`src/rtl/fsd_pkg.sv`:
```
`timescale 1ns / 1ps
// Fall and stomp detector package: default widths, mode and phase codes,
// configuration register indexes. No dependencies.
package fsd_pkg;

    localparam int unsigned TIME_WIDTH_DEF   = 32;
    localparam int unsigned SAMPLE_WIDTH_DEF = 16;
    localparam int unsigned REG_IDX_W        = 3;

    // Detection mode, also the mode_now result code.
    typedef enum logic [1:0] {
        MODE_IDLE  = 2'd0,
        MODE_FALL  = 2'd1,
        MODE_STOMP = 2'd2
    } t_mode;

    // Stomp sequence phase while armed.
    typedef enum logic [1:0] {
        PH_WAIT     = 2'd0,
        PH_ONE_MORE = 2'd1,
        PH_DONE     = 2'd2
    } t_phase;

    // Configuration register indexes (byte address = index * word bytes).
    typedef enum logic [REG_IDX_W-1:0] {
        REG_SENSOR_MODE   = 3'd0,
        REG_FALL_THR      = 3'd1,
        REG_FALL_TIME     = 3'd2,
        REG_RECOVER_TIME  = 3'd3,
        REG_STOMP_RISE    = 3'd4,
        REG_STOMP_IMPACT  = 3'd5,
        REG_STOMP_TIMEOUT = 3'd6
    } t_reg_idx;

endpackage

```
`src/rtl/fall_and_stomp_detector_top.sv`:
```
`timescale 1ns / 1ps
// Fall and stomp detector top level: APB config registers, detection logic,
// output register with skid stage. Depends on fsd_pkg.
//
//  channel   | direction | handshake                 | payload
//  ----------+-----------+---------------------------+------------------------------
//  sample in | in        | i_in_valid / o_in_ready   | i_mag_x, i_accel_z, i_now_us
//  result    | out       | o_out_valid / i_out_ready | o_fall_flag, o_stomp_flag,
//            |           |                           | o_mode_now
//  config    | in        | psel/penable/pwrite/pready| paddr, pwdata, prdata
//
// One sample per cycle. The whole step is a few compares and one wrapping
// subtract per timer, evaluated from the sample ports and the state registers
// in the accept cycle; the result is written at the accepting edge, to the
// output register or, while that holds an untaken result, to the skid stage.
// A two-deep output (output register plus skid) keeps o_in_ready registered:
// a request is taken while a result waits, and only a full skid stage stalls
// the input. Reset (synchronous, active low) clears config, mode and timers.
module fall_and_stomp_detector_top
    import fsd_pkg::*;
#(
    parameter int unsigned TIME_WIDTH   = TIME_WIDTH_DEF,
    parameter int unsigned SAMPLE_WIDTH = SAMPLE_WIDTH_DEF,
    localparam int unsigned DATA_W      = (TIME_WIDTH > 32) ? 64 : 32,
    localparam int unsigned ADDR_LSB    = $clog2(DATA_W / 8),
    localparam int unsigned ADDR_W      = ADDR_LSB + REG_IDX_W
) (
    input  logic                           i_clk,
    input  logic                           i_rst_n,

    // sample channel
    input  logic                           i_in_valid,
    output logic                           o_in_ready,
    input  logic signed [SAMPLE_WIDTH-1:0] i_mag_x,
    input  logic signed [SAMPLE_WIDTH-1:0] i_accel_z,
    input  logic        [TIME_WIDTH-1:0]   i_now_us,

    // result channel
    output logic                           o_out_valid,
    input  logic                           i_out_ready,
    output logic                           o_fall_flag,
    output logic                           o_stomp_flag,
    output logic        [1:0]              o_mode_now,

    // APB-style configuration port
    input  logic                           psel,
    input  logic                           penable,
    input  logic                           pwrite,
    input  logic        [ADDR_W-1:0]       paddr,
    input  logic        [DATA_W-1:0]       pwdata,
    output logic        [DATA_W-1:0]       prdata,
    output logic                           pready
);

    // ------------------------------------------------------------------
    // Configuration registers
    // ------------------------------------------------------------------
    logic                           r_sensor_mode;   // 1 = calibrate
    logic signed [SAMPLE_WIDTH-1:0] r_fall_thr;
    logic        [TIME_WIDTH-1:0]   r_fall_time;
    logic        [TIME_WIDTH-1:0]   r_recover_time;
    logic signed [SAMPLE_WIDTH-1:0] r_stomp_rise;
    logic signed [SAMPLE_WIDTH-1:0] r_stomp_impact;
    logic        [TIME_WIDTH-1:0]   r_stomp_limit;

    logic                 cfg_wr;
    logic [REG_IDX_W-1:0] cfg_idx;

    assign pready  = 1'b1;
    assign cfg_wr  = psel && penable && pwrite && pready;
    // Low address bits below the word size are ignored.
    assign cfg_idx = paddr[ADDR_W-1:ADDR_LSB];

    always_ff @(posedge i_clk) begin
        if (!i_rst_n) begin
            r_sensor_mode   <= 1'b0;
            r_fall_thr      <= '0;
            r_fall_time     <= '0;
            r_recover_time  <= '0;
            r_stomp_rise    <= '0;
            r_stomp_impact  <= '0;
            r_stomp_limit   <= '0;
        end else if (cfg_wr) begin
            unique case (cfg_idx)
                REG_SENSOR_MODE:   r_sensor_mode   <= pwdata[0];
                REG_FALL_THR:      r_fall_thr      <= pwdata[SAMPLE_WIDTH-1:0];
                REG_FALL_TIME:     r_fall_time     <= pwdata[TIME_WIDTH-1:0];
                REG_RECOVER_TIME:  r_recover_time  <= pwdata[TIME_WIDTH-1:0];
                REG_STOMP_RISE:    r_stomp_rise    <= pwdata[SAMPLE_WIDTH-1:0];
                REG_STOMP_IMPACT:  r_stomp_impact  <= pwdata[SAMPLE_WIDTH-1:0];
                REG_STOMP_TIMEOUT: r_stomp_limit   <= pwdata[TIME_WIDTH-1:0];
                default: ;         // unmapped slot, write dropped
            endcase
        end
    end

    // Read back: raw register bits, zero-extended.
    always_comb begin
        unique case (cfg_idx)
            REG_SENSOR_MODE:   prdata = DATA_W'(r_sensor_mode);
            REG_FALL_THR:      prdata = DATA_W'($unsigned(r_fall_thr));
            REG_FALL_TIME:     prdata = DATA_W'(r_fall_time);
            REG_RECOVER_TIME:  prdata = DATA_W'(r_recover_time);
            REG_STOMP_RISE:    prdata = DATA_W'($unsigned(r_stomp_rise));
            REG_STOMP_IMPACT:  prdata = DATA_W'($unsigned(r_stomp_impact));
            REG_STOMP_TIMEOUT: prdata = DATA_W'(r_stomp_limit);
            default:           prdata = '0;
        endcase
    end

    // ------------------------------------------------------------------
    // Detection state
    // ------------------------------------------------------------------
    t_mode                  r_mode,          n_mode;
    t_phase                 r_phase,         n_phase;
    logic                   r_fall_pend,     n_fall_pend;
    logic                   r_rec_pend,      n_rec_pend;
    logic [TIME_WIDTH-1:0]  r_fall_start,    n_fall_start;
    logic [TIME_WIDTH-1:0]  r_rec_start,     n_rec_start;
    logic [TIME_WIDTH-1:0]  r_stomp_start,   n_stomp_start;

    logic in_acc;
    logic out_take;

    // Elapsed times wrap modulo 2^TIME_WIDTH.
    logic [TIME_WIDTH-1:0] fall_elapsed;
    logic [TIME_WIDTH-1:0] rec_elapsed;
    logic [TIME_WIDTH-1:0] stomp_elapsed;
    logic fall_expired, rec_expired, stomp_expired;
    logic x_below, x_above, z_rise, z_impact;

    assign fall_elapsed  = i_now_us - r_fall_start;
    assign rec_elapsed   = i_now_us - r_rec_start;
    assign stomp_elapsed = i_now_us - r_stomp_start;
    assign fall_expired  = fall_elapsed  > r_fall_time;
    assign rec_expired   = rec_elapsed   > r_recover_time;
    assign stomp_expired = stomp_elapsed > r_stomp_limit;

    assign x_below  = i_mag_x <  r_fall_thr;
    assign x_above  = i_mag_x >  r_fall_thr;
    assign z_rise   = i_accel_z <= r_stomp_rise;
    assign z_impact = i_accel_z >= r_stomp_impact;

    // Next state
    always_comb begin
        n_mode        = r_mode;
        n_phase       = r_phase;
        n_fall_pend   = r_fall_pend;
        n_rec_pend    = r_rec_pend;
        n_fall_start  = r_fall_start;
        n_rec_start   = r_rec_start;
        n_stomp_start = r_stomp_start;
        if (!r_sensor_mode) begin
            unique case (r_mode)
                MODE_FALL: begin
                    if (x_above) begin
                        if (r_rec_pend) begin
                            if (rec_expired) begin
                                n_fall_pend = 1'b0;
                                n_mode      = MODE_IDLE;
                            end
                        end else begin
                            n_rec_pend  = 1'b1;
                            n_rec_start = i_now_us;
                        end
                    end else begin
                        // equal to threshold also cancels recovery
                        n_rec_pend = 1'b0;
                    end
                end
                MODE_STOMP: begin
                    unique case (r_phase)
                        PH_WAIT: begin
                            if (stomp_expired) begin
                                n_mode = MODE_IDLE;
                            end else if (z_impact) begin
                                n_phase = PH_ONE_MORE;
                            end
                        end
                        PH_ONE_MORE: n_phase = PH_DONE;
                        default: begin
                            // done (or stray code): back to idle
                            n_stomp_start = '0;
                            n_mode        = MODE_IDLE;
                        end
                    endcase
                end
                default: begin
                    // idle; a stray mode code behaves the same
                    n_mode = MODE_IDLE;
                    if (x_below) begin
                        if (r_fall_pend) begin
                            if (fall_expired) begin
                                n_rec_pend = 1'b0;
                                n_mode     = MODE_FALL;
                            end
                        end else begin
                            n_fall_pend  = 1'b1;
                            n_fall_start = i_now_us;
                        end
                    end else begin
                        if (z_rise) begin
                            n_mode        = MODE_STOMP;
                            n_stomp_start = i_now_us;
                            n_phase       = PH_WAIT;
                        end
                        n_fall_pend = 1'b0;
                    end
                end
            endcase
        end
    end

    // Result flags for the sample being accepted
    logic n_fall_flag;
    logic n_stomp_flag;

    always_comb begin
        n_fall_flag  = 1'b0;
        n_stomp_flag = 1'b0;
        if (!r_sensor_mode) begin
            unique case (r_mode)
                MODE_FALL: n_fall_flag = !(x_above && r_rec_pend && rec_expired);
                MODE_STOMP: begin
                    unique case (r_phase)
                        PH_WAIT:     n_stomp_flag = !stomp_expired && z_impact;
                        PH_ONE_MORE: n_stomp_flag = 1'b1;
                        default:     n_stomp_flag = 1'b0;
                    endcase
                end
                default: ;
            endcase
        end
    end

    always_ff @(posedge i_clk) begin
        if (!i_rst_n) begin
            r_mode        <= MODE_IDLE;
            r_phase       <= PH_WAIT;
            r_fall_pend   <= 1'b0;
            r_rec_pend    <= 1'b0;
            r_fall_start  <= '0;
            r_rec_start   <= '0;
            r_stomp_start <= '0;
        end else if (in_acc) begin
            r_mode        <= n_mode;
            r_phase       <= n_phase;
            r_fall_pend   <= n_fall_pend;
            r_rec_pend    <= n_rec_pend;
            r_fall_start  <= n_fall_start;
            r_rec_start   <= n_rec_start;
            r_stomp_start <= n_stomp_start;
        end
    end

    // ------------------------------------------------------------------
    // Output register and skid stage
    // ------------------------------------------------------------------
    logic       r_out_vld;
    logic       r_skid_vld;
    logic       r_out_fall,  r_skid_fall;
    logic       r_out_stomp, r_skid_stomp;
    logic [1:0] r_out_mode,  r_skid_mode;

    assign o_in_ready = !r_skid_vld;
    assign in_acc     = i_in_valid && o_in_ready;
    assign out_take   = r_out_vld && i_out_ready;

    always_ff @(posedge i_clk) begin
        if (!i_rst_n) begin
            r_out_vld  <= 1'b0;
            r_skid_vld <= 1'b0;
        end else if (out_take) begin
            if (r_skid_vld) begin
                r_skid_vld <= 1'b0;     // skid moves up, no accept this cycle
            end else begin
                r_out_vld  <= in_acc;
            end
        end else if (in_acc) begin
            if (r_out_vld) begin
                r_skid_vld <= 1'b1;
            end else begin
                r_out_vld  <= 1'b1;
            end
        end
    end

    always_ff @(posedge i_clk) begin
        if (out_take && r_skid_vld) begin
            r_out_fall  <= r_skid_fall;
            r_out_stomp <= r_skid_stomp;
            r_out_mode  <= r_skid_mode;
        end else if (in_acc && (out_take || !r_out_vld)) begin
            r_out_fall  <= n_fall_flag;
            r_out_stomp <= n_stomp_flag;
            r_out_mode  <= n_mode;
        end
        if (in_acc && r_out_vld && !out_take) begin
            r_skid_fall  <= n_fall_flag;
            r_skid_stomp <= n_stomp_flag;
            r_skid_mode  <= n_mode;
        end
    end

    assign o_out_valid  = r_out_vld;
    assign o_fall_flag  = r_out_fall;
    assign o_stomp_flag = r_out_stomp;
    assign o_mode_now   = r_out_mode;

    // ------------------------------------------------------------------
    // Assertions
    // ------------------------------------------------------------------
    a_skid_behind_out: assert property (@(posedge i_clk) disable iff (!i_rst_n)
        r_skid_vld |-> r_out_vld)
        else $error("skid holds a result while output register is empty");

    a_fallen_keeps_pend: assert property (@(posedge i_clk) disable iff (!i_rst_n)
        (r_mode == MODE_FALL) |-> r_fall_pend)
        else $error("fallen mode without fall pending");

    a_calib_frozen: assert property (@(posedge i_clk) disable iff (!i_rst_n)
        (in_acc && r_sensor_mode) |=> $stable(r_mode) && $stable(r_phase))
        else $error("calibrate sample changed detection state");

    a_stomp_only_armed: assert property (@(posedge i_clk) disable iff (!i_rst_n)
        (in_acc && n_stomp_flag) |-> (r_mode == MODE_STOMP))
        else $error("stomp flag outside stomp mode");

    a_one_more_to_done: assert property (@(posedge i_clk) disable iff (!i_rst_n)
        (in_acc && !r_sensor_mode && r_mode == MODE_STOMP && r_phase == PH_ONE_MORE)
        |=> (r_phase == PH_DONE))
        else $error("second stomp sample did not finish the sequence");

endmodule
```
`config.mk`:
```
export PLATFORM = sky130hd
export DESIGN_NAME = fall_and_stomp_detector_top
export DESIGN_NICKNAME = d
export VERILOG_FILES = /design/src/rtl/fsd_pkg.sv /design/src/rtl/fall_and_stomp_detector_top.sv
export SDC_FILE = /design/constraint.sdc
export NUM_CORES = 1
export LEC_CHECK = 0
export BUFFER_PORTS_ARGS = -buffer_cell sky130_fd_sc_hd__buf_2
export CAP_MARGIN = 10
export CORE_ASPECT_RATIO = 0.8
export CORE_UTILIZATION = 60
export DETAILED_ROUTE_END_ITERATION = 7
export PLACE_DENSITY_LB_ADDON = 0.15
export SYNTH_ARGS = -nofsm -noshare
export SYNTH_HDL_FRONTEND = slang
export SYNTH_SLANG_ARGS = --single-unit
```
`constraint.sdc`:
```
create_clock -name i_clk -period 6 [get_ports i_clk]
set_clock_uncertainty 0.15 [all_clocks]
set_input_delay 0.3 -clock i_clk [delete_from_list [all_inputs] [get_ports i_clk]]
set_output_delay 0.3 -clock i_clk [all_outputs]
set_load 0.05 [all_outputs]
```
# Yosys cells after proc, flatten, opt, wreduce, memory -nomap -nowiden
# Cells that the tools add are included.
dict set report classes {
  add_sub_neg 3
  n_lt_le_gt_ge 7
  eq_ne 18
  n_mux 46
  bitwise_logic 7
  n_reduce_logical 43
}
# operator count
set ops {}
lappend ops {{32-bit case mux with 7 select lines} 1}
lappend ops {{32-bit greater-than comparator} 3}
lappend ops {{32-bit 2-to-1 mux} 3}
lappend ops {{32-bit subtractor} 3}
lappend ops {{32-bit case mux with 2 select lines} 1}
lappend ops {{2-bit 2-to-1 mux} 13}
lappend ops {{1-bit 2-to-1 mux} 21}
lappend ops {{2-bit AND reduction} 9}
lappend ops {{6-bit AND reduction} 3}
lappend ops {{16-bit greater-or-equal comparator} 1}
lappend ops {{16-bit greater-than comparator} 1}
lappend ops {{16-bit <= comparator} 1}
lappend ops {{16-bit < comparator} 1}
lappend ops {{2-bit case mux with 2 select lines} 4}
lappend ops {{2-bit nonzero test} 6}
lappend ops {{1-bit logical AND} 11}
lappend ops {{2-bit inequality test (second input constant)} 5}
lappend ops {{5-bit AND reduction} 2}
lappend ops {{3-bit == test (second input constant)} 3}
lappend ops {{3-bit inequality test (second input constant)} 3}
lappend ops {{8-bit AND reduction} 1}
lappend ops {{1-bit inverter} 7}
lappend ops {{3-bit by 2-bit == test with 1-bit output (second input constant)} 2}
lappend ops {{1-bit case mux with 2 select lines} 3}
lappend ops {{9 further kinds} 16}
dict set report totals {
  register_bits 257
  inputBits 108
  out_inout_bits 39
  elab_cells 146
}

# Logic depth before layout (Yosys ltp)
# Gate-level depths: netlist of the first run.
dict set report depth {
  word_depth 9
  ltp_mapped 27
  depth_no_buf 27
}

# Least setup slack after synthesis of the first run
# Ideal clock, no wire load.
dict set report synth_path {
  path_type {in2reg}
  start {input port i_now_us[0]}
  end {register r_phase[0]}
  setup_time_ns 0.128
  t_arrival_ns 4.657
  path_slack_ns 1.066
  cell_stages 23
  cell_sequence {inv_1 -> ha_1 -> inv_1 -> fa_1 -> a21oi_1 -> o21ai_1 -> o21ai_0 -> a211oi_1 -> a2111oi_0 -> nor3_2 -> a21o_1 -> a21oi_1 -> xnor2_1 -> ha_1 -> and3_1 -> a221o_1 -> a221o_1 -> a211oi_1 -> o311a_1 -> o31ai_1 -> a21oi_1 -> mux2i_1 -> nor2_1}
}
dict set report synth_between {
  elab_chain_len 4
}
# element line_no
set synth_lines {}
lappend synth_lines {{start: declaration} fall_and_stomp_detector_top.sv:36} ;# input logic [TIME_WIDTH-1:0] i_now_us,
lappend synth_lines {{32-bit subtractor} fall_and_stomp_detector_top.sv:134} ;# assign stomp_elapsed = i_now_us - r_stomp_start;
lappend synth_lines {{32-bit greater-than comparator} fall_and_stomp_detector_top.sv:137} ;# assign stomp_expired = stomp_elapsed > r_stomp_limit;
lappend synth_lines {{3-bit inequality test (no line)} --}
lappend synth_lines {{8-bit AND reduction (no line)} --}
lappend synth_lines {{end signal: assignment} fall_and_stomp_detector_top.sv:247} ;# r_phase <= n_phase;
lappend synth_lines {{end: declaration} fall_and_stomp_detector_top.sv:115} ;# t_phase r_phase, n_phase;
# No other way between the ends.
# A chain may end at the register's enable or synchronous reset.

# Worst setup path in the final report of the first run
# Same ends and word-level chain as after synthesis.

==> impl_metrics.yaml, run 1 <==
outcome:
  status: "completed"
worst_setup_path:
  required_ns: 6.26
  arrival_ns: 6.02
  endpoint_kind: "flip-flop"
  crit_fanout: 4
  start_kind: "input pin"
  crit_type: "input pin to flip-flop"
  reg2reg_slack_ns: 0.36
timing:
  grt_setup_unrepaired: "no"
  max_freq_mhz: 173.4
  setup_viol: 0
  drv_slew: 0
  timing.hold.ws_ns: 0.3029
  fin_crit_sh: 0.9610
  hold_viol_final: 0
  relSlewSlack: 0.2123
  tightest_slew_ns: 1.177
  final.setup.tns_ns: 0
  finalCriticalPeriod_ns: 5.766
global_routing:
  grt_util_all_layers: 0.3534
  grt.overflow.total: 0
  grt_pass1_vias: 16634
  antenna_found_initial: 1
  grt_pass1_wl_um: 88520
  grt_max_degree: 83
floorplan:
  initial_core_util: 0.6112
  core_area_sq_um: 30380
  pin_count: 147
  fp.dieW_um: 198.7
  die_h_um: 159.4
  rows: 57
  fp.dieArea_sq_um: 31660
synth:
  synth_edf_count: 8
  synth.avg_cell_area_sq_um: 7.608
  ys_seq_area_frac: 0.2814
  async_flop_share: 0
  yosysUniqueCellTypes: 72
  mappedNetlistNets: 2791
  synth_ff_type: "dfxtp_1"
  synth_area_sq_um: 18570
  ys_ff_latch: 257
  yosysWarnings: 0
  synthCells: 2441
cells_and_area:
  fin_nets: 2960
  area_growth_pct: 14.44
  drive_gt1_frac: 0.09593
routing:
  viasPerCell: 5.928
  vias: 18028
  ant_nets: 0
  routed_wl_um: 56800
  dr.pass1.iters: 6
  post_drt_wl_per_cell_um: 18.68
  drc: 0
  drt_iter0_markers: 1799
cts:
  clock_path_buffers: 3
  cts_sinks: 257
  clk_latency_ns: 0.55
  clk_pin_slew_ns: 0.06
  numCtsBuffers: 27
  cts_tree: "built"
  htree_levels: 1
  cts-root-buf: "clkbuf_16"
worst_hold_path:
  hp-class: "flip-flop to flip-flop"
power:
  powerDensity_nw_per_um2: 217.0
  ir_worst_vdd_mv: 0.2367
  leakage_uw: 0.008154
placed_design:
  gp_congestion: 0.9700
  dpl.hpwl_um: 42680
  portBuffers: 143
run:
  maxCapViolations: 0
layout by cell type (no fill, tap or decap), types with 37 or more instances in the layout:
master         instances
mux2i_1               66
o21ai_0               81
xnor2_1               61
dfxtp_1              249
a21o_1                69
dlygate4sd3_1         69
ha_1                 239
buf_2                143
a21oi_1              296
inv_1                271
nor2_1               124
a22o_1                37
nand2_1              438
worst paths after layout:
| check | from | to | depth (start not counted) |
|---|---|---|---|
| worst max register to register | r_fall_start[6] | o_mode_now[0] | 27 |
| worst max-delay path | i_now_us[0] | r_phase[0] | 28 |
| worst min register to register | r_fall_start[19] | r_fall_start[19] | 2 |
| worst min-delay path | r_fall_start[19] | r_fall_start[19] | 2 |
timing repair:
action / in CTS / in global routing
hold endpoints to repair: 238 / 0
gates resized for setup: 0 / 18
hold buffers: 69 / 0
endpoints found under the setup margin: 0 / 12
buffers inserted: 0 / 2
cell type report:
class / count / area, sq um
fillers: 2520 / 9130
inverters: 273 / 1030
multi-input cells: 1815 / 12000
well taps: 413 / 516.7
clock buffers: 40 / 827.0
flip-flops and latches: 257 / 5225
clock inverters: 6 / 55.05
repair buffers: 236 / 1599
diodes: 1 / 2.502
synthesized netlist by cell type, drive strengths merged (11+ instances only):
cell / number / area share
nand4: 29 / 0.0098
nand3: 34 / 0.0094
o21a: 26 / 0.011
a21oi: 304 / 0.083
ha: 239 / 0.16
a221oi: 15 / 0.0074
xnor2: 61 / 0.029
a211oi: 11 / 0.0044
and2: 20 / 0.0067
xor2: 20 / 0.0094
inv: 273 / 0.055
a31oi: 13 / 0.0051
nand2: 438 / 0.089
a22o: 37 / 0.017
nor2b: 26 / 0.0088
a21o: 69 / 0.028
o211ai: 12 / 0.0049
nor3: 30 / 0.0089
buf: 16 / 0.0057
clkbuf: 80 / 0.016
mux2i: 66 / 0.036
and3: 19 / 0.0064
o21ai: 92 / 0.025
nand2b: 28 / 0.0094
dfxtp: 249 / 0.27
nor2: 128 / 0.026
flip-flops by register name, indices dropped and copies added (netlist names), 2 cells and up:
signal	cells
o_mode_now	2
r_mode	2
r_rec_start	32
r_fall_time	32
r_recover_time	32
r_fall_thr	16
r_stomp_start	32
r_skid_mode	2
r_fall_start	32
r_phase	2
r_stomp_limit	32
r_stomp_impact	16
r_stomp_rise	16
cell families after synthesis:
group	count (synthesis)	synth area share
AO/OA/AOI/OAI	645	0.2170
flip-flops	257	0.2814
multiplexers	71	0.03921
AND/OR/NAND/NOR	775	0.1827
buffers and inverters	369	0.07701
adder cells (fa/ha/maj)	242	0.1643
XOR/XNOR	81	0.03820
other	1	0.0002019
power by group:
group | switching (uW) | internal, uW
Clock | 705 | 988
Combinational | 682 | 468
Sequential | 20.1 | 1750
layer usage:
layer,global-route usage,up-vias,part of all wire
li1,-,8697,-
met1,0.5229,8464,0.46
met2,0.5364,776,0.43
met3,0.05423,91,0.094
met4,0.08042,0,0.022
met5,0,-,0
critical path: stages:
cell and delay, ns:
dlygate4sd3_1 0.54, buf_2 0.16, inv_2 0.10, ha_1 0.17, inv_1 0.05, fa_1 0.40
a21oi_1 0.22, o21ai_1 0.14, o21ai_1 0.25, a211oi_1 0.17, a2111oi_1 0.48, nor3_2 0.14
nand4_1 0.14, a31oi_1 0.12, o21a_1 0.18, nor2_1 0.12, xnor2_1 0.09, ha_1 0.29
and4_1 0.20, nand3_1 0.14, nor3_2 0.30, inv_1 0.09, nor4_1 0.35, o311a_1 0.24
o31ai_1 0.10, a21oi_1 0.26, mux2i_1 0.22, nor2_1 0.05
per-stage QoR:
stage          cell area [sq um]  utilization  std cells  setup WS (ns)  total power [uW]
6_report                   21250       0.6995       3041         0.2342              4612
5_1_grt                    21250       0.6994       3040       0.006523              4823
4_1_cts                    21180       0.6971       3038       0.003470              4606
3_5_place_dp               19610       0.6453       2923        0.03176              2885
3_3_place_gp               19610       0.6453       2923         0.2615              2849
2_1_floorplan              18570            -       2441          1.066              2564
(Power assumes the default switching activity.)
==> run 2, diff against run 1 <==
--- a/config.mk
+++ b/config.mk
@@ -10,7 +10,8 @@
 export CORE_ASPECT_RATIO = 0.8
 export CORE_UTILIZATION = 60
 export DETAILED_ROUTE_END_ITERATION = 7
-export PLACE_DENSITY_LB_ADDON = 0.15
+export MAX_ROUTING_LAYER = met4
+export PLACE_DENSITY = 0.92
 export SYNTH_ARGS = -nofsm -noshare
 export SYNTH_HDL_FRONTEND = slang
 export SYNTH_SLANG_ARGS = --single-unit
==> impl_metrics.yaml, run 2 (synthesis gave the netlist of run 1 again) <==
cells_and_area:
  layout.cells.most_common: "nand2_1"
  seqCellArea_sq_um: 5225
  post-route-util: 0.7001
  fin_nets: 2962
  layout_common_cells: "nand2_1, a21oi_1, inv_1, dfxtp_1, ha_1"
  finalNonFillerCells: 3043
  antennaDiodeCount: 0
  area_growth_pct: 14.55
  drive_gt1_frac: 0.09810
  multi_input_area_sq_um: 12010
  n_fill_cell: 2433
routing:
  dr.pass1.iters: 7
  drc: 0
  post_drt_wl_per_cell_um: 19.19
  vias: 18524
  ant_nets: 0
  routed_wl_um: 58400
  viasPerCell: 6.087
  drt_iter0_markers: 1951
cts:
  clock_path_buffers: 3
  htree_levels: 1
  numCtsBuffers: 27
  cts_tree: "built"
  clk_pin_slew_ns: 0.07
  clk_latency_ns: 0.56
  cts-root-buf: "clkbuf_16"
  cts_sinks: 257
timing:
  max_freq_mhz: 174.6
  fin_crit_sh: 0.9543
  finalCriticalPeriod_ns: 5.726
  drv_slew: 0
  timing.hold.ws_ns: 0.2188
  setup_viol: 0
  tightest_slew_ns: 1.255
  relSlewSlack: 0.1619
  hold_viol_final: 0
worst_setup_path:
  crit_path_top_delay_cell: "dlygate4sd3_1"
  endpoint_kind: "flip-flop"
  crit_fanout: 4
  arrival_ns: 5.89
  regToRegStartpoint: "r_rec_start[1]"
  required_ns: 6.17
  start_kind: "input pin"
  reg2reg_slack_ns: 0.46
  slowest_delay_ns: 0.54
  r2r_end: "o_mode_now[1]"
  r2r_cells: 24
  crit_type: "input pin to flip-flop"
placed_design:
  dpl.cell_count: 2926
  gp_congestion: 1.016
  dpl.hpwl_um: 43620
  portBuffers: 143
power:
  p_sw_uw: 1450
  leakage_uw: 0.008156
  intPower_uw: 3240
  seqPwrFrac: 0.377
  ir_worst_vdd_mv: 0.2192
  switching_share: 0.3091
  powerDensity_nw_per_um2: 220.5
  fin_total_pwr_uw: 4690
  clkPwrFrac: 0.375
  combPwrFrac: 0.248
global_routing:
  grt_util_all_layers: 0.3729
  grt_pass1_wl_um: 90710
  antenna_found_initial: 1
  grt.overflow.total: 0
  grt_max_degree: 108
  grt_pass1_vias: 17373
worst_hold_path:
  whs_endpoint: "r_fall_thr[1]"
  min_path_cells: 5
  hp-class: "input pin to flip-flop"
  hp-start: "pwrite"
floorplan:
  die_h_um: 159.4
  rows: 57
  pin_count: 147
  initial_core_util: 0.6112
  fp.dieArea_sq_um: 31660
  core_area_sq_um: 30380
  fp.dieW_um: 198.7
outcome:
  status: "completed"
run:
  maxCapViolations: 0
run 2: worst max-delay path, delay by kind of cell:
family,cells,cell delay (ns)
compound gates,11,2.12
xor+xnor,1,0.09
fa+ha+maj,3,0.88
buf+inv,6,1.16
mux,1,0.27
simple gates,8,1.05
run 2: metal layers:
metal | wire (um) | track usage | up-vias
met5 | 0 | - | -
li1 | - | - | 8713
met2 | 25560 | 0.5637 | 992
met1 | 23760 | 0.4764 | 8610
met4 | 2738 | 0.1507 | 0
met3 | 6343 | 0.08896 | 209
run 2: through the flow:
stage               cell area, sq um  setup TNS, ns  worst slack (ns)
finish                         21270              0            0.2741
global route                   21270       -0.05400          -0.03837
CTS                            21180              0           0.05311
detailed placement             19610              0           0.05598
global placement               19610              0            0.2171
floorplan                      18570              0             1.066
run 2: worst max-delay path by stage:
| stage | start | slack [ns] | to |
|---|---|---|---|
| 6_report | i_now_us[0] | 0.27 | o_fall_flag |
| 5_1_grt | i_now_us[0] | -0.04 | o_fall_flag |
| 4_1_cts | i_now_us[0] | 0.05 | o_mode_now[1] |
| 3_5_place_dp | i_now_us[0] | 0.06 | o_mode_now[1] |
| 3_3_place_gp | i_now_us[0] | 0.22 | o_mode_now[0] |
| 2_1_floorplan | i_now_us[0] | 1.07 | r_phase[0] |
run 2: power by group through the flow:
stage | logic [uW] | registers (uW) | clock network, uW
after floorplan | 754 | 1810 | 0
after global placement | 1030 | 1800 | 0
after detailed placement | 1080 | 1810 | 0
after CTS | 1130 | 1770 | 1760
after global routing | 1280 | 1770 | 1830
final | 1160 | 1770 | 1760
run 2: cell type report:
cell class                      instances  area share
Inverter                              273     0.04841
Multi-Input combinational cell       1815      0.5645
Timing Repair Buffer                  238     0.07517
Clock buffer                           35     0.03412
Clock inverter                         12    0.007882
Sequential cell                       257      0.2456
Tap cell                              413     0.02429
run 2: repair_timing:
action | 4_1_cts | 5_1_grt
resized for setup | 0 | 19
buffers inserted | 0 | 2
hold endpoints to repair | 245 | 0
hold buffers | 68 | 0
setup endpoints to repair | 0 | 13
==> run 3, diff against run 2 <==
==> constraint.sdc (replaced) <==
create_clock -name i_clk -period 6 [get_ports i_clk]
set_clock_uncertainty 0.15 [all_clocks]
set_input_delay 0.3 -clock i_clk [delete_from_list [all_inputs] [get_ports i_clk]]
set_output_delay 0.3 -clock i_clk [all_outputs]
set_load 0.005 [all_outputs]
==> impl_metrics.yaml, run 3 (synthesis gave the netlist of run 1 again) <==
worst_hold_path:
  hp-class: "input pin to flip-flop"
  min_path_cells: 5
  whs_endpoint: "r_fall_thr[1]"
  hp-start: "pwrite"
placed_design:
  dpl.cell_count: 2926
  dpl_cell_area_sq_um: 19610
  dpl.hpwl_um: 43950
  portBuffers: 143
  gp_congestion: 1.011
cts:
  clock_path_buffers: 3
  cts-root-buf: "clkbuf_16"
  cts_sinks: 257
  htree_levels: 1
  cts_tree: "built"
  numCtsBuffers: 28
  clk_pin_slew_ns: 0.06
  clk_latency_ns: 0.56
power:
  seqPwrFrac: 0.383
  fin_total_pwr_uw: 4612
  powerDensity_nw_per_um2: 216.8
  leakage_uw: 0.008170
  p_sw_uw: 1422
  combPwrFrac: 0.246
  ir_worst_vdd_mv: 0.2923
  intPower_uw: 3190
  switching_share: 0.3084
  clkPwrFrac: 0.370
worst_setup_path:
  crit_fanout: 4
  endpoint_kind: "flip-flop"
  required_ns: 6.16
  r2r_end: "o_mode_now[0]"
  cp_num_buf_inv: 7
  crit_type: "input pin to flip-flop"
  reg2reg_slack_ns: 0.42
  start_kind: "input pin"
  slowest_delay_ns: 0.53
  arrival_ns: 5.95
  r2r_cells: 28
  crit_path_top_delay_cell: "dlygate4sd3_1"
  regToRegStartpoint: "r_fall_start[0]"
  cp_top_family: "compound AO/OA/AOI/OAI gates"
routing:
  ant_nets: 0
  drc: 0
  viasPerCell: 6.108
  vias: 18622
  drt_iter0_markers: 2026
  post_drt_wl_per_cell_um: 19.27
  dr.pass1.iters: 6
  routed_wl_um: 58750
global_routing:
  grt.overflow.total: 0
  grt_max_degree: 108
  grt_util_all_layers: 0.3764
  antenna_found_initial: 2
  grt_pass1_wl_um: 92030
  grt_pass1_vias: 17522
timing:
  tightest_slew_ns: 1.186
  hold_viol_final: 0
  relSlewSlack: 0.2079
  fin_crit_sh: 0.9657
  drv_slew: 0
  max_freq_mhz: 172.6
  finalCriticalPeriod_ns: 5.794
  setup_viol: 0
cells_and_area:
  area_growth_pct: 14.53
  layout.cells.most_common: "nand2_1"
  layout_common_cells: "nand2_1, a21oi_1, inv_1, dfxtp_1, ha_1"
  n_fill_cell: 2450
  fin_area_sq_um: 21270
  drive_gt1_frac: 0.09677
  fin_nets: 2964
  finalNonFillerCells: 3049
floorplan:
  core_area_sq_um: 30380
  pin_count: 147
  initial_core_util: 0.6112
  die_h_um: 159.4
  rows: 57
  fp.dieW_um: 198.7
  fp.dieArea_sq_um: 31660
outcome:
  status: "completed"
run:
  maxCapViolations: 0
[run 3: worst max path at each step]
| stage | start | to | slack, ns | cells past startpoint |
|---|---|---|---|---|
| CTS | i_now_us[0] | o_mode_now[0] | 0.08 | 28 |
| detailed placement | i_now_us[0] | o_mode_now[0] | 0.08 | 27 |
| global placement | i_now_us[0] | o_mode_now[0] | 0.21 | 24 |
| global route | i_now_us[0] | o_fall_flag | -0.04 | 30 |
| finish | i_now_us[0] | o_mode_now[0] | 0.21 | 31 |
| floorplan | i_now_us[0] | r_phase[0] | 1.07 | 23 |
[run 3: per-layer routing]
metal | part of all wire | track usage | up-vias
met3 | 0.10 | 0.06778 | 213
met2 | 0.44 | 0.5734 | 983
met5 | 0 | - | -
li1 | - | - | 8729
met1 | 0.41 | 0.4932 | 8697
met4 | 0.047 | 0.1462 | 0
[run 3: tightest hold or removal path, cell delays in order]
cell and delay (ns):
buf_2 0.11, nand4_1 0.20, nor3_1 0.14, nand2_1 0.09, a21oi_1 0.05
[run 3: power by group through the flow]
stage	sequential, uW	combinational (uW)	clock (uW)
CTS	1770	1100	1710
global route	1770	1250	1790
floorplan	1800	737	0
detailed placement	1810	1050	0
global placement	1800	1010	0
finish	1770	1140	1710
[run 3: final cells by class]
type	count	area, sq um	area share
multi-input cells	1815	12000	0.5640
flip-flops and latches	257	5225	0.2457
repair buffers	239	1607	0.07553
inverters	273	1030	0.04841
clock buffers	45	855.8	0.04024
well taps	413	516.7	0.02430
clock inverters	6	36.28	0.001706
diodes	1	2.502	0.0001177
[run 3: through the flow]
step	setup slack [ns]	TNS, ns	util	hold WS (ns)
2_1_floorplan	1.066	0	-	0.2638
3_3_place_gp	0.2131	0	0.6455	0.2917
3_5_place_dp	0.08426	0	0.6455	0.2972
4_1_cts	0.08160	0	0.6972	0.2089
5_1_grt	-0.04015	-0.07514	0.7001	0.2941
6_report	0.2060	0	0.7001	0.2193
[run 3: what timing repair did]
| action | 4_1_cts | 5_1_grt |
|---|---|---|
| setup buffers | 0 | 3 |
| setup endpoints to repair | 0 | 12 |
| gates resized for setup | 0 | 15 |
| hold buffers | 68 | 0 |
| hold endpoints to repair | 245 | 0 |
